[src/rtl/core/imu_kf_pkg.sv]
// Shared constants, types and saturation helpers for the IMU angle Kalman filter.
`timescale 1ns / 1ps

package imu_kf_pkg;

    // Field and state widths
    localparam int DATA_W      = 32;   // angle, bias, rate: signed Q16.16
    localparam int DT_W        = 24;   // sample period: unsigned Q0.24
    localparam int NOISE_W     = 47;   // noise terms: unsigned Q15.32
    localparam int P_W         = 48;   // covariance: signed Q16.32
    localparam int K_W         = 48;   // gains: signed Q16.32
    localparam int DEN_W       = P_W + 1;   // innovation variance
    localparam int ERR_W       = DATA_W + 1;
    localparam int FRAC_DT     = 24;
    localparam int FRAC_P      = 32;

    // Shared multiplier: signed operands, magnitude multiply one digit of b per cycle
    localparam int OPND_W      = 50;
    localparam int MUL_DIGIT_W = 17;
    localparam int MUL_DIGITS  = 3;
    localparam int MUL_CNT_W   = $clog2(MUL_DIGITS);
    localparam int MUL_B_W     = MUL_DIGIT_W * MUL_DIGITS;
    localparam int MUL_ACC_W   = OPND_W + MUL_B_W;
    localparam int MUL_RES_W   = 64;
    localparam int SUM_W       = MUL_RES_W + 1;

    // Gain divider: integer bits of a gain, quotient bits, restoring steps
    localparam int DIV_INT_W   = P_W - 1 - FRAC_P;
    localparam int QUO_W       = P_W - 1;
    localparam int DIV_STEPS   = QUO_W;
    localparam int DIV_CNT_W   = $clog2(DIV_STEPS);

    localparam logic signed [SUM_W-1:0] W_MAX_X = SUM_W'((64'sd1 <<< (DATA_W - 1)) - 1);
    localparam logic signed [SUM_W-1:0] W_MIN_X = -W_MAX_X - SUM_W'(1);
    localparam logic signed [SUM_W-1:0] P_MAX_X = SUM_W'((64'sd1 <<< (P_W - 1)) - 1);
    localparam logic signed [SUM_W-1:0] P_MIN_X = -P_MAX_X - SUM_W'(1);

    typedef struct packed {
        logic                     start;
        logic                     frac32;   // 1: scale by 2^-32, 0: by 2^-24
        logic signed [OPND_W-1:0] a;
        logic signed [OPND_W-1:0] b;
    } mul_req_t;

    typedef struct packed {
        logic                        done;
        logic signed [MUL_RES_W-1:0] result;
    } mul_rsp_t;

    typedef struct packed {
        logic                    start;
        logic signed [P_W-1:0]   num0;
        logic signed [P_W-1:0]   num1;
        logic signed [DEN_W-1:0] den;
    } div_req_t;

    typedef struct packed {
        logic                  busy;
        logic signed [K_W-1:0] k0;
        logic signed [K_W-1:0] k1;
    } div_rsp_t;

    // Clamp to the signed data width
    function automatic logic signed [DATA_W-1:0] sat_w(input logic signed [SUM_W-1:0] v);
        logic signed [DATA_W-1:0] r;
        if (v > W_MAX_X) r = W_MAX_X[DATA_W-1:0];
        else if (v < W_MIN_X) r = W_MIN_X[DATA_W-1:0];
        else r = v[DATA_W-1:0];
        return r;
    endfunction

    // Clamp to the signed covariance width
    function automatic logic signed [P_W-1:0] sat_p(input logic signed [SUM_W-1:0] v);
        logic signed [P_W-1:0] r;
        if (v > P_MAX_X) r = P_MAX_X[P_W-1:0];
        else if (v < P_MIN_X) r = P_MIN_X[P_W-1:0];
        else r = v[P_W-1:0];
        return r;
    endfunction

endpackage

[src/rtl/core/imu_kf_mul.sv]
// Shared multi-cycle fixed-point multiplier with round-half-away rescaling.
`timescale 1ns / 1ps

module imu_kf_mul
    import imu_kf_pkg::*;
(
    input  logic     aclk,
    input  logic     aresetn,
    input  mul_req_t req,
    output mul_rsp_t rsp
);

    localparam logic [MUL_CNT_W-1:0] LAST_DIGIT = MUL_CNT_W'(MUL_DIGITS - 1);

    logic                           busy_reg;
    logic                           rnd_reg;
    logic                           done_reg;
    logic [MUL_CNT_W-1:0]           cnt_reg;
    logic [OPND_W-1:0]              a_mag_reg;
    logic [MUL_B_W-1:0]             b_mag_reg;
    logic                           neg_reg;
    logic                           frac32_reg;
    logic [MUL_ACC_W-1:0]           acc_reg;
    logic signed [MUL_RES_W-1:0]    result_reg;

    logic [OPND_W-1:0]              a_abs;
    logic [OPND_W-1:0]              b_abs;
    logic [MUL_DIGIT_W-1:0]         digit;
    logic [OPND_W+MUL_DIGIT_W-1:0]  prod;
    logic [MUL_ACC_W-1:0]           acc_next;
    logic [MUL_ACC_W-1:0]           rnd_sum;
    logic [MUL_ACC_W-1:0]           rnd_shift;
    logic [MUL_RES_W-1:0]           mag;

    // Operand magnitudes
    assign a_abs = req.a[OPND_W-1] ? (~req.a + 1'b1) : req.a;
    assign b_abs = req.b[OPND_W-1] ? (~req.b + 1'b1) : req.b;

    // One digit of b per cycle, most significant first
    assign digit    = b_mag_reg[MUL_B_W-1 -: MUL_DIGIT_W];
    assign prod     = a_mag_reg * digit;
    assign acc_next = {acc_reg[MUL_ACC_W-MUL_DIGIT_W-1:0], {MUL_DIGIT_W{1'b0}}}
                    + {{(MUL_ACC_W-OPND_W-MUL_DIGIT_W){1'b0}}, prod};

    // Round to nearest, ties away from zero, then restore the sign
    always_comb begin
        if (frac32_reg) begin
            rnd_sum   = acc_reg + (MUL_ACC_W'(1) << (FRAC_P - 1));
            rnd_shift = rnd_sum >> FRAC_P;
        end else begin
            rnd_sum   = acc_reg + (MUL_ACC_W'(1) << (FRAC_DT - 1));
            rnd_shift = rnd_sum >> FRAC_DT;
        end
        mag = rnd_shift[MUL_RES_W-1:0];
    end

    // Control
    always_ff @(posedge aclk) begin
        if (!aresetn) begin
            busy_reg <= 1'b0;
            rnd_reg  <= 1'b0;
            done_reg <= 1'b0;
            cnt_reg  <= '0;
        end else begin
            done_reg <= 1'b0;
            if (req.start) begin
                busy_reg <= 1'b1;
                rnd_reg  <= 1'b0;
                cnt_reg  <= '0;
            end else if (busy_reg) begin
                cnt_reg <= cnt_reg + 1'b1;
                if (cnt_reg == LAST_DIGIT) begin
                    busy_reg <= 1'b0;
                    rnd_reg  <= 1'b1;
                end
            end else if (rnd_reg) begin
                rnd_reg  <= 1'b0;
                done_reg <= 1'b1;
            end
        end
    end

    // Datapath
    always_ff @(posedge aclk) begin
        if (req.start) begin
            a_mag_reg  <= a_abs;
            b_mag_reg  <= {{(MUL_B_W-OPND_W){1'b0}}, b_abs};
            neg_reg    <= req.a[OPND_W-1] ^ req.b[OPND_W-1];
            frac32_reg <= req.frac32;
            acc_reg    <= '0;
        end else if (busy_reg) begin
            acc_reg   <= acc_next;
            b_mag_reg <= b_mag_reg << MUL_DIGIT_W;
        end
        if (rnd_reg) begin
            result_reg <= neg_reg ? -$signed(mag) : $signed(mag);
        end
    end

    assign rsp.done   = done_reg;
    assign rsp.result = result_reg;

endmodule

[config.mk]
export PLATFORM = sky130hd
export DESIGN_NAME = imu_kf_mul
export DESIGN_NICKNAME = d
export VERILOG_FILES = /design/src/rtl/core/imu_kf_pkg.sv /design/src/rtl/core/imu_kf_mul.sv
export SDC_FILE = /design/constraint.sdc
export NUM_CORES = 2
export LEC_CHECK = 0
export BUFFER_PORTS_ARGS = -buffer_cell sky130_fd_sc_hd__buf_2
export CORE_MARGIN = 2
export CORE_UTILIZATION = 60
export CTS_CLUSTER_SIZE = 40
export DETAILED_ROUTE_END_ITERATION = 7
export PLACE_DENSITY = 0.78
export RECOVER_POWER = 100
export SLEW_MARGIN = 15
export SYNTH_ARGS = -nofsm -noshare
export SYNTH_HDL_FRONTEND = slang
export SYNTH_SLANG_ARGS = --single-unit
[constraint.sdc]
create_clock -name aclk -period 10.21 [get_ports aclk]
set_clock_uncertainty 0.15 [all_clocks]
set_input_delay 2.042 -clock aclk [delete_from_list [all_inputs] [get_ports aclk]]
set_output_delay 2.042 -clock aclk [all_outputs]
set_load 0.01 [all_outputs]
# ---- Word-level counts from Yosys, hierarchy flattened
# Cells that the tools add are included.
dict set report totals {
  register_bits 268
  in_bits 104
  elab_cells 40
}
dict set report classes {
  mux 10
  n_mul 1
  n_bitwise 5
  eq_ne 1
  n_addsub 7
  reduce_logical 4
}
# cell n
set ops {}
lappend ops {{two-way mux 50 bit} 3}
lappend ops {{two-way mux 64 bit} 2}
lappend ops {{adder 50 x 1 -> 50 bit (second input constant)} 2}
lappend ops {{NOT 50 bit} 2}
lappend ops {{adder 96 x 32 -> 96 bit (second input constant)} 1}
lappend ops {{adder 96 x 67 -> 96 bit} 1}
lappend ops {{adder 88 x 24 -> 88 bit (second input constant)} 1}
lappend ops {{multiplier 50 x 17 -> 67 bit} 1}
lappend ops {{negation 64 bit} 1}
lappend ops {{two-way mux 49 bit} 1}
lappend ops {{OR reduction 3 bit} 2}
lappend ops {{two-way mux 1 bit} 4}
lappend ops {{adder 2 x 1 -> 2 bit (second input constant)} 1}
lappend ops {{equality test 2 bit (second input constant)} 1}
lappend ops {{NOT 1 bit} 2}
lappend ops {{nonzero test 2 bit} 1}
lappend ops {{OR reduction 2 bit} 1}
lappend ops {{bitwise XOR 1 bit} 1}

# ---- Depth between registers and ports, before layout
dict set report logic_depth {
  word_depth 4
  depth_mapped 27
  ltp_nobuf 24
}

# ---- Least setup slack after synthesis
# No wires, ideal clock.
dict set report synth_path {
  kind {reg2reg}
  start {reg b_mag_reg[47]}
  end {reg acc_reg[89]}
  path_stages_with_launch 25
  n_path_buf 3
  slack_ns 2.985
  arrival_time_ns 6.953
  path_cell_list {edfxtp_1 > clkbuf_1 > clkbuf_1 > nand2_1 > fa_1 > inv_1 > fa_1 > fa_1 > fa_1 > fa_1 > inv_1 > fa_1 > inv_1 > ha_1 > clkbuf_1 > a21oi_1 > o21a_1 > o22ai_1 > o31a_1 > a211oi_1 > a211oi_1 > o311a_1 > o21ai_1 > nor3_1 > a311o_1}
}
dict set report synth_between {
  elab_chain_len 2
}
# element line_no
set synth_rtl {}
lappend synth_rtl {{start, declared} imu_kf_mul.sv:20} ;# logic [MUL_B_W-1:0] b_mag_reg;
lappend synth_rtl {{start signal, assigned} imu_kf_mul.sv:87} ;# b_mag_reg <= {{(MUL_B_W-OPND_W){1'b0}}, b_abs};
lappend synth_rtl {{start signal, assigned} imu_kf_mul.sv:93} ;# b_mag_reg <= b_mag_reg << MUL_DIGIT_W;
lappend synth_rtl {{multiplier 50 x 17 -> 67 bit} imu_kf_mul.sv:41} ;# assign prod = a_mag_reg * digit;
lappend synth_rtl {{adder 96 x 67 -> 96 bit} imu_kf_mul.sv:43} ;# + {{(MUL_ACC_W-OPND_W-MUL_DIGIT_W){1'b0}}, prod};
lappend synth_rtl {{end signal, assigned} imu_kf_mul.sv:92} ;# acc_reg <= acc_next;
lappend synth_rtl {{end, declared} imu_kf_mul.sv:23} ;# logic [MUL_ACC_W-1:0] acc_reg;
# No other way between the ends.
# A chain may end at the register's enable or synchronous reset.

# ---- Final worst setup path
dict set report layout_path {
  start {reg b_mag_reg[41]}
  end {reg acc_reg[93]}
}
# Same word-level chain as after synthesis.

==> reports/metrics.cfg <==
[clock_network]
clock-root-buffer=clkbuf_16
cts_max_level=2
clkSinkCount=268
post_cts_buffers=0
cts_buffers=34
clkTransAtPathRegs_ns=0.06
clockBufferDepth=3
clk_latency_ns=0.58
hold_buffers=0
ctsResizeCount=0
cts_tree=done

[sta]
worst_slew_margin_rel=-1.55
fmax_ghz=0.111
maxSlewViolCount=428
finalSetupTns_ns=0
fin_crit_ns=9.03
final.period_utilization=0.885
worst-slew-pin-transition_ns=3.83
rsz0062_at_grt=false
setup_viol=0
finalHoldViolCount=0

[global_route]
grt_antenna_before_repair=8
grt_pass1_vias=37600
globalRouteTotalUtil=0.341
grt-ovfl-total=0
grt_max_degree=87
grt_pass1_wl_um=205000

[synth]
yosys_most_used_dff=edfxtp_1
postSynthAreaPerCell_um2=8.73
synth_cells=5099
ys_seq_area_frac=0.158
synthesis.nets=6136
ys_ff_latch=268
yosys.cell_types.count=82
synth_edf_count=166
ys_warn_count=0
async_flop_share=0
syn_area_mm2=0.0445

[min_path]
hold_path_class=reg -> reg

[status]
outcome=finished, violations left
violations=capacitance limit, slew limit

[floorplan]
rows=99
dieHeight_um=276
die_area_mm2=0.0764
core-area_mm2=0.0732
fp.dieW_um=276
start_util=0.608
ios=169

[placed_design]
dpl.hpwl_um=96000
gp_congestion=1.03
portBuffers=168

[worst_setup_path]
r2r_end=acc_reg[93]$_SDFFE_PP0P_
startpoint=b_mag_reg[41]$_DFFE_PP_
cpPeakStageDelay_ns=0.87
rr_startpoint=b_mag_reg[41]$_DFFE_PP_
startpoint_type=flip-flop
crit_chain=buf_4 > and2_0 > fa_1 > inv_1 > fa_1 > fa_1 > fa_1 > inv_1 > fa_1 > inv_1 > fa_1 > inv_1 > ha_1 > nand3_1 > o22ai_1 > a21oi_1 > a211oi_1 > a211oi_2 > clkbuf_1 > a211oi_1 > o311a_1 > o21ai_0 > or4_1 > a311oi_1
critical_path.slowest_cell=edfxtp_1
worstSetupPathType=reg -> reg
crit_fanout=34
worstPathRequired_ns=10.51
crit_arrival_ns=9.34
endpoint_kind=flip-flop
cp_common_cell=fa_1
crit_path_end=acc_reg[93]$_SDFFE_PP0P_
r2r_setup_slack_ns=1.18
rr_worst_depth=24

[drt]
drt_wl_total_um=125000
dr.max_layer_used=met5
ant_nets=0
drt-met1-wl_um=50500
drtPass1Iterations=6
route.met3.wl_um=13300
drc=0
routed_via_density=5.92
route.met2.wl_um=56400
first_iter_violations=3379
vias=35700
wl_per_cell_um=20.8

[cells_and_area]
layout-drive-gt1-share=0.0446
final_common_cell=inv_1
final_cell_mix=inv_1, nand2_1, fa_1, and2_1, nor2_1
nets=6083
syn_to_final_growth_pct=4.88
largest_reg_flops=96
fillers=6190

[job]
maxCapViolCount=7

## Yosys cell counts, drive strengths merged (17+ instances only)
cell type  number  area [um2]
nor3           41         205
a21oi         144         721
or4            24         195
or2            21         131
xnor2         187        1640
o21a           17         128
dfxtp         102        2040
clkbuf        282        1060
and2          291        1820
nand2         779        2920
a211oi         27         203
o41ai          20         183
nand3          78         395
buf            30         148
o21ai         161         806
nor4           31         206
a21o           36         270
inv           958        3600
xor2          104         911
ha            164        2050
nand4          66         413
fa            769       15400
mux2i         100        1000
or3            36         235
edfxtp        166        4980
nand3b         25         188
o31ai          48         374
nor2          204         766
## worst min-delay path by stage
stage,start,to,cells after the start
after floorplan,acc_reg[0]$_SDFFE_PP0P_,acc_reg[0]$_SDFFE_PP0P_,2
after detailed placement,acc_reg[16]$_SDFFE_PP0P_,acc_reg[16]$_SDFFE_PP0P_,2
after global routing,acc_reg[16]$_SDFFE_PP0P_,acc_reg[16]$_SDFFE_PP0P_,2
after global placement,acc_reg[0]$_SDFFE_PP0P_,acc_reg[0]$_SDFFE_PP0P_,2
after CTS,acc_reg[0]$_SDFFE_PP0P_,acc_reg[0]$_SDFFE_PP0P_,2
final,acc_reg[0]$_SDFFE_PP0P_,acc_reg[0]$_SDFFE_PP0P_,2
## layer usage
layer,vias up,track usage
met1,17800,0.466
met4,8,0.126
li1,15800,-
met5,-,0.00563
met3,330,0.0780
met2,1764,0.535
## through the flow
step / utilization / std cells / instance area [um2] / worst slack (ns) / hold WS (ns)
2_1_floorplan: - / 5099 / 44500 / 2.99 / 0.282
3_3_place_gp: 0.625 / 5967 / 45800 / 1.70 / 0.294
3_5_place_dp: 0.625 / 5968 / 45800 / 1.60 / 0.304
4_1_cts: 0.640 / 6030 / 46800 / 1.57 / 0.309
5_1_grt: 0.637 / 6033 / 46700 / 0.751 / 0.335
6_report: 0.638 / 6036 / 46700 / 1.18 / 0.310
## cells by family after synthesis
logic type,share of synthesized area
AOI/OAI and AO/OA,0.0824
xor gates and xnor gates,0.0573
adders and majority gates,0.392
buffers and inverters,0.108
DFF,0.158
muxes,0.0235
and+or+nand+nor,0.179
## area by class of cell
class | count | area, um2 | area share
diodes | 5 | 12.5 | 0.000268
clock buffers | 40 | 883 | 0.0189
repair buffers | 223 | 1150 | 0.0247
inverters | 959 | 3600 | 0.0771
well taps | 959 | 1200 | 0.0257
flip-flops and latches | 268 | 7030 | 0.151
multi-input cells | 3560 | 32600 | 0.699
clock inverters | 22 | 185 | 0.00397
## worst max-delay path: cells and delay by family (launching register included)
family	cells	cell delay, ns
adders and majority gates	7	3.26
AOI/OAI and AO/OA	8	2.65
buffers and inverters	6	1.04
and+or+nand+nor	3	0.89
DFF	1	0.87
Power is left out: the tool's default activity adds up to more than one toggle a clock period on the data nets, which glitch-free logic cannot reach.
