$ cat src/rtl/core/imu_kf_pkg.sv
// Shared constants, types and saturation helpers for the IMU angle Kalman filter.
`timescale 1ns / 1ps

package imu_kf_pkg;

    // Field and state widths
    localparam int DATA_W      = 32;   // angle, bias, rate: signed Q16.16
    localparam int DT_W        = 24;   // sample period: unsigned Q0.24
    localparam int NOISE_W     = 47;   // noise terms: unsigned Q15.32
    localparam int P_W         = 48;   // covariance: signed Q16.32
    localparam int K_W         = 48;   // gains: signed Q16.32
    localparam int DEN_W       = P_W + 1;   // innovation variance
    localparam int ERR_W       = DATA_W + 1;
    localparam int FRAC_DT     = 24;
    localparam int FRAC_P      = 32;

    // Shared multiplier: signed operands, magnitude multiply one digit of b per cycle
    localparam int OPND_W      = 50;
    localparam int MUL_DIGIT_W = 17;
    localparam int MUL_DIGITS  = 3;
    localparam int MUL_CNT_W   = $clog2(MUL_DIGITS);
    localparam int MUL_B_W     = MUL_DIGIT_W * MUL_DIGITS;
    localparam int MUL_ACC_W   = OPND_W + MUL_B_W;
    localparam int MUL_RES_W   = 64;
    localparam int SUM_W       = MUL_RES_W + 1;

    // Gain divider: integer bits of a gain, quotient bits, restoring steps
    localparam int DIV_INT_W   = P_W - 1 - FRAC_P;
    localparam int QUO_W       = P_W - 1;
    localparam int DIV_STEPS   = QUO_W;
    localparam int DIV_CNT_W   = $clog2(DIV_STEPS);

    localparam logic signed [SUM_W-1:0] W_MAX_X = SUM_W'((64'sd1 <<< (DATA_W - 1)) - 1);
    localparam logic signed [SUM_W-1:0] W_MIN_X = -W_MAX_X - SUM_W'(1);
    localparam logic signed [SUM_W-1:0] P_MAX_X = SUM_W'((64'sd1 <<< (P_W - 1)) - 1);
    localparam logic signed [SUM_W-1:0] P_MIN_X = -P_MAX_X - SUM_W'(1);

    typedef struct packed {
        logic                     start;
        logic                     frac32;   // 1: scale by 2^-32, 0: by 2^-24
        logic signed [OPND_W-1:0] a;
        logic signed [OPND_W-1:0] b;
    } mul_req_t;

    typedef struct packed {
        logic                        done;
        logic signed [MUL_RES_W-1:0] result;
    } mul_rsp_t;

    typedef struct packed {
        logic                    start;
        logic signed [P_W-1:0]   num0;
        logic signed [P_W-1:0]   num1;
        logic signed [DEN_W-1:0] den;
    } div_req_t;

    typedef struct packed {
        logic                  busy;
        logic signed [K_W-1:0] k0;
        logic signed [K_W-1:0] k1;
    } div_rsp_t;

    // Clamp to the signed data width
    function automatic logic signed [DATA_W-1:0] sat_w(input logic signed [SUM_W-1:0] v);
        logic signed [DATA_W-1:0] r;
        if (v > W_MAX_X) r = W_MAX_X[DATA_W-1:0];
        else if (v < W_MIN_X) r = W_MIN_X[DATA_W-1:0];
        else r = v[DATA_W-1:0];
        return r;
    endfunction

    // Clamp to the signed covariance width
    function automatic logic signed [P_W-1:0] sat_p(input logic signed [SUM_W-1:0] v);
        logic signed [P_W-1:0] r;
        if (v > P_MAX_X) r = P_MAX_X[P_W-1:0];
        else if (v < P_MIN_X) r = P_MIN_X[P_W-1:0];
        else r = v[P_W-1:0];
        return r;
    endfunction

endpackage

$ cat src/rtl/core/imu_kf_div.sv
// Two-lane restoring divider for the Kalman gains (shared divisor, truncating).
`timescale 1ns / 1ps

module imu_kf_div
    import imu_kf_pkg::*;
(
    input  logic     aclk,
    input  logic     aresetn,
    input  div_req_t req,
    output div_rsp_t rsp
);

    localparam logic [1:0] DV_IDLE = 2'd0;
    localparam logic [1:0] DV_PREP = 2'd1;
    localparam logic [1:0] DV_RUN  = 2'd2;
    localparam logic [1:0] DV_FIN  = 2'd3;

    localparam int REM_W = DEN_W + 1;
    localparam int CMP_W = DEN_W + DIV_INT_W;
    localparam logic [DIV_CNT_W-1:0] LAST_STEP = DIV_CNT_W'(DIV_STEPS - 1);
    localparam logic [QUO_W-1:0]     Q_SAT     = {QUO_W{1'b1}};

    logic [1:0]              state_reg;
    logic [DIV_CNT_W-1:0]    cnt_reg;
    logic [DEN_W-1:0]        den_mag_reg;
    logic                    zero_reg;
    logic [P_W-1:0]          num_mag_reg [2];
    logic                    neg_reg     [2];
    logic                    sat_reg     [2];
    logic [REM_W-1:0]        rem_reg     [2];
    logic [QUO_W-1:0]        nsh_reg     [2];
    logic [QUO_W-1:0]        quo_reg     [2];
    logic signed [K_W-1:0]   k_reg       [2];

    logic [P_W-1:0]          num_abs [2];
    logic [DEN_W-1:0]        den_abs;
    logic [REM_W-1:0]        trial   [2];
    logic                    ge      [2];
    logic [QUO_W-1:0]        k_mag   [2];

    assign den_abs    = req.den[DEN_W-1] ? (~req.den + 1'b1) : req.den;
    assign num_abs[0] = req.num0[P_W-1] ? (~req.num0 + 1'b1) : req.num0;
    assign num_abs[1] = req.num1[P_W-1] ? (~req.num1 + 1'b1) : req.num1;

    // One restoring step per lane
    always_comb begin
        for (int i = 0; i < 2; i++) begin
            trial[i] = {rem_reg[i][REM_W-2:0], nsh_reg[i][QUO_W-1]};
            ge[i]    = trial[i] >= {1'b0, den_mag_reg};
            k_mag[i] = zero_reg ? '0 : (sat_reg[i] ? Q_SAT : quo_reg[i]);
        end
    end

    // Sequencer
    always_ff @(posedge aclk) begin
        if (!aresetn) begin
            state_reg <= DV_IDLE;
            cnt_reg   <= '0;
        end else begin
            case (state_reg)
                DV_IDLE: begin
                    if (req.start) state_reg <= DV_PREP;
                end
                DV_PREP: begin
                    cnt_reg   <= '0;
                    state_reg <= DV_RUN;
                end
                DV_RUN: begin
                    cnt_reg <= cnt_reg + 1'b1;
                    if (cnt_reg == LAST_STEP) state_reg <= DV_FIN;
                end
                DV_FIN: begin
                    state_reg <= DV_IDLE;
                end
                default: begin
                    state_reg <= DV_IDLE;
                end
            endcase
        end
    end

    // Lane datapath
    always_ff @(posedge aclk) begin
        if (state_reg == DV_IDLE && req.start) begin
            den_mag_reg    <= den_abs;
            zero_reg       <= (req.den == '0);
            num_mag_reg[0] <= num_abs[0];
            num_mag_reg[1] <= num_abs[1];
            neg_reg[0]     <= req.num0[P_W-1] ^ req.den[DEN_W-1];
            neg_reg[1]     <= req.num1[P_W-1] ^ req.den[DEN_W-1];
        end
        for (int i = 0; i < 2; i++) begin
            case (state_reg)
                DV_PREP: begin
                    // integer part at or above 2^15 saturates the gain
                    sat_reg[i] <= {{(CMP_W-P_W){1'b0}}, num_mag_reg[i]}
                               >= {den_mag_reg, {DIV_INT_W{1'b0}}};
                    rem_reg[i] <= {{(REM_W-(P_W-DIV_INT_W)){1'b0}},
                                   num_mag_reg[i][P_W-1:DIV_INT_W]};
                    nsh_reg[i] <= {num_mag_reg[i][DIV_INT_W-1:0], {FRAC_P{1'b0}}};
                    quo_reg[i] <= '0;
                end
                DV_RUN: begin
                    rem_reg[i] <= ge[i] ? (trial[i] - {1'b0, den_mag_reg}) : trial[i];
                    quo_reg[i] <= {quo_reg[i][QUO_W-2:0], ge[i]};
                    nsh_reg[i] <= nsh_reg[i] << 1;
                end
                DV_FIN: begin
                    k_reg[i] <= neg_reg[i] ? -$signed({1'b0, k_mag[i]})
                                           : $signed({1'b0, k_mag[i]});
                end
                default: begin
                end
            endcase
        end
    end

    assign rsp.busy = (state_reg != DV_IDLE);
    assign rsp.k0   = k_reg[0];
    assign rsp.k1   = k_reg[1];

endmodule

$ cat config.mk
export PLATFORM = sky130hd
export DESIGN_NAME = imu_kf_div
export DESIGN_NICKNAME = d
export VERILOG_FILES = /design/src/rtl/core/imu_kf_pkg.sv /design/src/rtl/core/imu_kf_div.sv
export SDC_FILE = /design/constraint.sdc
export NUM_CORES = 1
export LEC_CHECK = 0
export BUFFER_PORTS_ARGS = -buffer_cell sky130_fd_sc_hd__buf_4
export CELL_PAD_IN_SITES_DETAIL_PLACEMENT = 0
export CELL_PAD_IN_SITES_GLOBAL_PLACEMENT = 1
export CORE_ASPECT_RATIO = 0.75
export CORE_UTILIZATION = 46
export CTS_CLUSTER_SIZE = 16
export DETAILED_ROUTE_END_ITERATION = 12
export PLACE_DENSITY_LB_ADDON = 0.25
export SKIP_LAST_GASP = 1
export SYNTH_ARGS = -nofsm -noshare
export SYNTH_HDL_FRONTEND = slang
export SYNTH_SLANG_ARGS = --single-unit
$ cat constraint.sdc
create_clock -name aclk -period 9.8 [get_ports aclk]
set_input_delay 1.96 -clock aclk [delete_from_list [all_inputs] [get_ports aclk]]
set_output_delay 1.96 -clock aclk [all_outputs]
set_load 0.1 [all_outputs]
# Word-level counts from Yosys, hierarchy flattened
# Memories as Yosys holds them, arrays and structs flattened.
# Index checks and enable logic that the tools add are counted.
[word_totals]
reg_bits = 58
mem_bits_rw = 482
output_inout_bits = 97
word_cells = 76
mem_count = 7
[op_classes]
add_sub_neg = 8
order_cmp = 4
eq_ne = 6
muxes = 29
n_bitwise = 11
reduce_logical = 6
[mem_list]
columns = ["name", "words", "word_bits", "read_ports", "rd_ports_with_merged_regs", "write_ports", "line_no", "text"]
rows = [
  ["rem_reg", 2, 50, 2, 0, 2, "imu_kf_div.sv:30", "logic [REM_W-1:0] rem_reg [2];"],
  ["k_reg", 2, 48, 2, 0, 2, "imu_kf_div.sv:33", "logic signed [K_W-1:0] k_reg [2];"],
  ["num_mag_reg", 2, 48, 2, 0, 2, "imu_kf_div.sv:27", "logic [P_W-1:0] num_mag_reg [2];"],
  ["quo_reg", 2, 47, 2, 0, 2, "imu_kf_div.sv:32", "logic [QUO_W-1:0] quo_reg [2];"],
  ["nsh_reg", 2, 46, 2, 0, 2, "imu_kf_div.sv:31", "logic [QUO_W-1:0] nsh_reg [2];"],
  ["neg_reg", 2, 1, 2, 0, 2, "imu_kf_div.sv:28", "logic neg_reg [2];"],
  ["+1 memories", "n/a", "n/a", "n/a", "n/a", "n/a", "n/a", ""],
]
[ops]
columns = ["cell", "n"]
rows = [
  ["two-way mux 47 bit", 6],
  ["two-way mux 48 bit", 5],
  ["two-way mux 50 bit", 4],
  [">= comparator 48 x 64 -> 1 bit", 2],
  [">= comparator 50 x 49 -> 1 bit", 2],
  ["subtractor 50 x 49 -> 50 bit", 2],
  ["adder 48 x 1 -> 48 bit, second input constant", 2],
  ["negation 47 -> 48 bit", 2],
  ["inverter 48 bit", 2],
  ["two-way mux 46 bit", 2],
  ["adder 49 x 1 -> 49 bit, second input constant", 1],
  ["zero test 49 bit", 1],
  ["inverter 49 bit", 1],
  ["case mux 6 bit (2 select lines)", 1],
  ["two-way mux 1 bit", 8],
  ["case mux 2 bit (4 select lines)", 1],
  ["adder 6 x 1 -> 6 bit, second input constant", 1],
  ["equality test 6 bit, second input constant", 1],
  ["bitwise OR 1 bit", 6],
  ["equality test 2 bit, second input constant", 2],
  ["two-way mux 2 bit", 2],
  ["!= test 2 bit, second input constant", 2],
  ["nonzero test 2 bit", 2],
  ["equality test 2 x 1 -> 1 bit, second input constant", 1],
  ["4 further kinds", 5],
]

# Logic depth before layout (Yosys ltp)
# Gate-level depths: netlist of run 1.
# An unclocked memory read counts as a cell.
[logic_depth]
word_depth = 5
ltp_mapped = 16

# Worst setup path after synthesis of run 1
# OpenSTA, ideal clock, no wires.
[synth_timing]
kind = "reg-to-reg"
startpoint = "register state_reg[0]"
endpoint = "register cnt_reg[5]"
arrival_ns = 6.656
required_time_ns = 9.727
slack_ns = 3.071
path_stages_with_launch = 6
path_buffers = 0
synth_period_minus_slack_ns = 6.729
cell_sequence = "dfxtp_1 inv_1 ha_1 nand4_1 or3_1 a21oi_1"
[synth_via]
elab_chain_cells = 2
word_cells_on_any_way = 4
cone_classes = "eq/ne (2); mux (1); reduce/logical (1)"
[synth_rtl]
columns = ["item", "line_no", "text"]
rows = [
  ["start, declared", "imu_kf_div.sv:23", "logic [1:0] state_reg;"],
  ["start signal, assigned", "imu_kf_div.sv:57", "state_reg <= DV_IDLE;"],
  ["start signal, assigned", "imu_kf_div.sv:62", "if (req.start) state_reg <= DV_PREP;"],
  ["start signal, assigned", "imu_kf_div.sv:66", "state_reg <= DV_RUN;"],
  ["equality test 2 bit or equality test 2 x 1 -> 1 bit (tied branches)", "imu_kf_div.sv:60", "case (state_reg)"],
  ["case mux 6 bit (2 select lines) or nonzero test 2 bit (tied branches)", "n/a", ""],
  ["end signal, assigned", "imu_kf_div.sv:69", "cnt_reg <= cnt_reg + 1'b1;"],
  ["end, declared", "imu_kf_div.sv:24", "logic [DIV_CNT_W-1:0] cnt_reg;"],
]
# Parallel ways exist; a longest one is shown, timed or not.
# A chain may end at the register's enable or synchronous reset.

==> results of run 1 <==
## logic make-up after synthesis
kind of cell    count (synthesis)  share of synthesized area
simple gates                 1145                     0.1805
fa+ha+maj                     178                    0.07286
flops                         476                     0.4619
mux                            41                    0.01456
compound gates                790                     0.1632
buf+inv                       247                    0.03017
xor+xnor                      270                    0.07685
## worst min path at each step
stage                 end        from  slack, ps
2_1_floorplan  cnt_reg[5]  cnt_reg[5]        460
3_3_place_gp   cnt_reg[5]  cnt_reg[5]        470
3_5_place_dp   cnt_reg[5]  cnt_reg[5]        490
4_1_cts        cnt_reg[5]  cnt_reg[5]        510
5_1_grt        cnt_reg[5]  cnt_reg[5]        540
6_report       cnt_reg[5]  cnt_reg[5]        510
## cells in the final DEF, fill, tap and decap left out, types with 25 or more instances in the layout
cell type  Yosys  final
a21oi_1      224    224
xnor2_1      228    228
o21bai_1      26     26
a31oi_1       59     59
nand3_1       57     57
edfxtp_1     468    468
a21o_1        67     67
clkbuf_16      0     53
mux2_2        30     30
o21ai_0      177    177
nor2_1       354    354
o41ai_1       25     25
nand4_1       38     38
inv_1         99     99
and2_1       108    107
o31ai_1       52     52
buf_4          0    257
ha_1         176    173
xor2_1        42     42
nor3_1        72     72
nor2b_1       26     26
nand2_1      289    289
or3_1         48     48
## metal layers
| metal | routed length, um | up-vias | global-route usage |
|---|---|---|---|
| met5 | 64 | - | 0 |
| met4 | 1758 | 8 | 0.05944 |
| met3 | 5485 | 112 | 0.04117 |
| met2 | 37270 | 723 | 0.3780 |
| met1 | 39350 | 11880 | 0.3550 |
| li1 | - | 11930 | - |
## worst min-delay path, stage by stage, from the launching register on
cell     delay [ps]
dfxtp_1         330
o21ai_0          80
a21oi_1          60
## power groups by stage
stage          sequential (mW)  clock, mW  combinational (mW)
2_1_floorplan             4.34          0                4.41
3_3_place_gp              3.99          0                6.18
3_5_place_dp              4.00          0                6.26
4_1_cts                   3.97       2.04                6.30
5_1_grt                   4.07       2.11                7.01
6_report                  3.98       2.00                6.32
## area by class of cell
cell class	count	area [um^2]	share of cell area
repair buffers	260	1989	0.05676
flip-flops and latches	476	14210	0.4055
multi-input cells	2424	15690	0.4476
clock inverters	33	340.3	0.009710
clock buffers	60	1353	0.03859
inverters	100	376.6	0.01074
well taps	871	1090	0.03109
==> impl_metrics.yaml, run 1 <==
setup_path:
  path_delay_family: "simple AND/OR/NAND/NOR gates"
  cp_max_fo: 5
  cp_data_arrival_time_ps: 5300
  rrSetupSlack_ps: 5130
  start_kind: "primary input"
  crit_required_ps: 10150
  cp-end-kind: "flop"
  cp_num_buf_inv: 1
  reg2reg_to: "rem_reg[1][4]"
  cp_num_cells: 10
  crit_chain: "buf_4, or2_1, or4_1, or4_4, or4_4, or4_1, or3_1, o31ai_2, nand2_1, xor2_1"
  critPathCapture: "num_mag_reg[0][33]"
  critPathMaxStageDelay_ps: 470
  crit_path_top_delay_cell: "or4_1"
  worstReg2RegStart: "den_mag_reg[2]"
  worst-r2r-cell-count: 13
  path_class: "in -> reg"
  cp-startpoint: "req[98]"
placement:
  dp_slack_ps: 4270
  dp_cells: 4131
  post_dp_cell_area_um2: 33360
  gp_congestion: 0.8726
  numPortBuffers: 244
  detailedPlacementHpwl_um: 61440
cts:
  cts_tree: "done"
  htreeDepth: 2
  clk_pin_slew_worst_paths_ps: 60
  clockRootBuffer: "clkbuf_16"
  hold_buffers: 0
  clk_latency_ps: 610
  cts_buffers: 52
  cts-resized-gates: 0
  clock_path_buffers: 3
  cts_sinks: 476
  cts_setup_buffers: 0
synth:
  yosysSeqAreaShare: 0.4619
  synth_cell_types: 80
  synth.most_common_cell: "edfxtp_1"
  synth_cells: 3147
  synthTopCellsByCount: "468 x edfxtp_1, 354 x nor2_1, 289 x nand2_1"
  synth_nets: 3473
  syn_avg_cell_area_um2: 9.778
  synthArstFlopShare: 0
  yosys.area.top_type_share: 0.4567
  yosysWarningCount: 0
  synth_edf_count: 468
  synth_area_leaders: "edfxtp_1 46%, ha_1 7.2%, xnor2_1 6.5%"
  synth_ff_type: "edfxtp_1"
  synth_area_um2: 30770
  yosys.area.top_type: "edfxtp_1"
  synth-seq-cells: 476
detailed_routing:
  wl_per_cell_um: 19.87
  drt_iter0_drc: 2100
  firstDrtPassIters: 5
  drcViolationCount: 0
  vias: 24660
  drtAntennaViolNets: 0
  routed_wl_um: 83930
  vias_per_cell: 5.837
cells_and_area:
  final_area_um2: 35050
  antenna_cells: 0
  largest_reg_flops: 98
  fillers: 6008
  area_growth_pct: 13.90
  drive_above_1_share: 0.1205
  final_cells: 4224
  fin_util: 0.5337
  final_nets: 3640
timing:
  setup_ws_ps: 4850
  skew_ps: 27.77
  fmax_mhz: 202.0
  rsz0062_at_grt: "no"
  finalHoldViolCount: 0
  maxSlewHeadroom: 0.07415
  tns_ps: 0
  hold_slack_ps: 511.0
  report.final.slew_viol_count: 0
  setup_viol: 0
  worst_pin_slew_ps: 1376
  min_period_ps: 4950
  post-route-period-util: 0.5051
power_and_ir_drop:
  switchingPower_mw: 5.505
  total_power_mw: 12.30
  switching_share: 0.4475
  ir_worst_vdd_mv: 0.9373
  combinationalPowerShare: 0.514
  clkPwrFrac: 0.162
  pwr-share-seq: 0.324
  internal_power_mw: 6.796
  power_density_nw_per_um2: 350.9
  power.leakage_nw: 13.13
global_routing:
  grt_first_pass_wirelength_um: 131100
  grt_max_degree: 168
  antenna_found_initial: 7
  grt_usage: 0.2443
  grt-ovfl-total: 0
  grt_pass1_vias: 23490
floorplanning:
  die_h_um: 226.0
  io_pins: 245
  start_util: 0.4686
  die-area_um2: 67950
  core_um2: 65670
  die-width_um: 300.7
  num_rows: 81
status:
  status: "finished clean"
worst_hold_path:
  hp-class: "reg -> reg"
  holdPathStages: 2
run:
  maxCapViolCount: 0
Note: power is estimated with default switching activity, not from simulation.
==> inputs of run 2 (changes only) <==
--- a/config.mk
+++ b/config.mk
@@ -9,7 +9,7 @@
 export CELL_PAD_IN_SITES_DETAIL_PLACEMENT = 0
 export CELL_PAD_IN_SITES_GLOBAL_PLACEMENT = 1
 export CORE_ASPECT_RATIO = 0.75
-export CORE_UTILIZATION = 46
+export CORE_UTILIZATION = 43
 export CTS_CLUSTER_SIZE = 16
 export DETAILED_ROUTE_END_ITERATION = 12
 export PLACE_DENSITY_LB_ADDON = 0.25
==> constraint.sdc (replaced) <==
create_clock -name aclk -period 4.2 [get_ports aclk]
set_input_delay 0.84 -clock aclk [delete_from_list [all_inputs] [get_ports aclk]]
set_output_delay 0.84 -clock aclk [all_outputs]
set_load 0.1 [all_outputs]
==> run 2 against run 1 <==
Net effect: sequential cell count unchanged; clock-buffer cell count is 6 lower; global-route usage rose by 0.060 points; via count increased by 3.0%; die area up 6.9%; cell count grew 4.0%; register-to-register slack lost 4900 ps; combinational power grew 150%.
==> impl_metrics.yaml, run 2 (synthesis results as in run 1) <==
placement:
  detailedPlacementHpwl_um: 68230
  gp_congestion: 0.9556
  numPortBuffers: 244
cells_and_area:
  fin_util: 0.5115
  final_nets: 3732
  area_growth_pct: 17.05
  largest_reg_flops: 98
  final_cell_mix: "468 x edfxtp_1, 354 x nor2_1, 341 x buf_4, 289 x nand2_1, 228 x xnor2_1"
  drive_above_1_share: 0.1459
  layout_commonest_cell: "edfxtp_1"
  antenna_cells: 0
status:
  status: "finished clean"
global_routing:
  grt_first_pass_wirelength_um: 140000
  grt_usage: 0.2449
  grt-ovfl-total: 0
  antenna_found_initial: 0
  grt_max_degree: 146
  grt_pass1_vias: 24650
timing:
  report.final.slew_viol_count: 0
  skew_ps: 22.98
  worst_pin_slew_ps: 865.3
  min_period_ps: 4018
  finalHoldViolCount: 0
  rsz0062_at_grt: "no"
  fmax_mhz: 248.9
  setup_viol: 0
  post-route-period-util: 0.9567
  maxSlewHeadroom: 0.4231
  tns_ps: 0
floorplanning:
  die-width_um: 310.9
  start_util: 0.4370
  die_h_um: 233.7
  core_um2: 70420
  die-area_um2: 72650
  num_rows: 84
  io_pins: 245
cts:
  htreeDepth: 2
  hold_buffers: 0
  cts_sinks: 476
  clock_path_buffers: 3
  cts_buffers: 52
  clk_latency_ps: 620
  clk_pin_slew_worst_paths_ps: 70
  clockRootBuffer: "clkbuf_16"
  cts_tree: "done"
power_and_ir_drop:
  power.leakage_nw: 13.66
  ir_worst_vdd_mv: 0.4851
  power_density_nw_per_um2: 826.7
setup_path:
  cp_max_fo: 3
  cp_data_arrival_time_ps: 4380
  worstReg2RegStart: "den_mag_reg[0]"
  cp-startpoint: "den_mag_reg[0]"
  worst-r2r-cell-count: 12
  crit_required_ps: 4560
  reg2reg_to: "sat_reg[0][0]"
  cp-end-kind: "flop"
  rrSetupSlack_ps: 180
  critPathCapture: "sat_reg[0][0]"
  path_class: "reg -> reg"
  start_kind: "flop"
detailed_routing:
  firstDrtPassIters: 5
  vias: 25400
  drcViolationCount: 0
  vias_per_cell: 5.781
  wl_per_cell_um: 20.64
  routed_wl_um: 90670
  drt_iter0_drc: 2235
  drtAntennaViolNets: 0
worst_hold_path:
  hp-class: "in -> reg"
run:
  maxCapViolCount: 0
[run 2: cell count changes in the layout (fill, tap and decap cells not counted), sizes merged]
| cell | delta |
|---|---|
| clkinv | +8 |
| clkinvlp | -4 |
| buf | +92 |
| clkbuf | -6 |
| bufinv | +3 |
| inv | +2 |
[run 2: cell type report]
cell class              count  area (um^2)
well taps                 946         1184
multi-input cells        2424        15700
clock inverters            42        452.9
fillers                  6427        34400
repair buffers            352         2780
flip-flops and latches    476        14210
clock buffers              54         1309
inverters                 100        376.6
[run 2: where the power goes]
| part | internal [mW] | leakage, nW | switching [mW] |
|---|---|---|---|
| Clock | 2.82 | 0.864 | 2.03 |
| Combinational | 5.62 | 8.27 | 10.0 |
| Sequential | 8.06 | 4.52 | 1.22 |
| Total | 16.5 | 13.7 | 13.3 |
[run 2: worst min-delay path by stage]
stage                    start                  to  slack, ps  depth (start not counted)
floorplan           cnt_reg[5]          cnt_reg[5]        460                          2
global route           req[49]  num_mag_reg[0][48]        390                          1
finish                 req[49]  num_mag_reg[0][48]        410                          1
CTS                    req[49]  num_mag_reg[0][48]        370                          1
detailed placement  cnt_reg[5]          cnt_reg[5]        520                          2
global placement    cnt_reg[5]          cnt_reg[5]        470                          2
[run 2: metal layers]
| metal | GRT usage | share of wire | vias to the layer above |
|---|---|---|---|
| met5 | 0 | 0 | - |
| met3 | 0.02983 | 0.051 | 110 |
| li1 | - | - | 12130 |
| met4 | 0.05973 | 0.021 | 0 |
| met2 | 0.3843 | 0.44 | 747 |
| met1 | 0.3584 | 0.48 | 12410 |
[run 2: what timing repair did]
| action | in CTS | in global routing |
|---|---|---|
| buffers inserted | 0 | 0 |
| setup endpoints to repair | 0 | 27 |
| resized for setup | 0 | 4 |
[run 2: critical path: stages, from the launching register on]
cell	delay, ps
edfxtp_1	400
buf_4	180
ha_1	280
nor4b_1	140
a41oi_1	240
o221ai_1	160
a2111oi_0	460
o211ai_1	300
a2111oi_1	670
o21ai_0	240
a221o_1	360
a21oi_1	260
nor2_1	70
[run 2: metrics by stage]
| step | instance area (um^2) | total power, mW | std cells | hold WS (ps) | setup slack [ps] |
|---|---|---|---|---|---|
| after floorplan | 30790 | 20.10 | 3147 | 458.5 | 174.6 |
| after global placement | 34240 | 24.53 | 4298 | 465.9 | -39.19 |
| after detailed placement | 34240 | 24.82 | 4298 | 515.2 | -101.7 |
| after CTS | 36000 | 29.78 | 4394 | 368.2 | 83.99 |
| after global routing | 36020 | 31.81 | 4394 | 385.6 | 0.6413 |
| final | 36020 | 29.78 | 4394 | 414.1 | 181.8 |
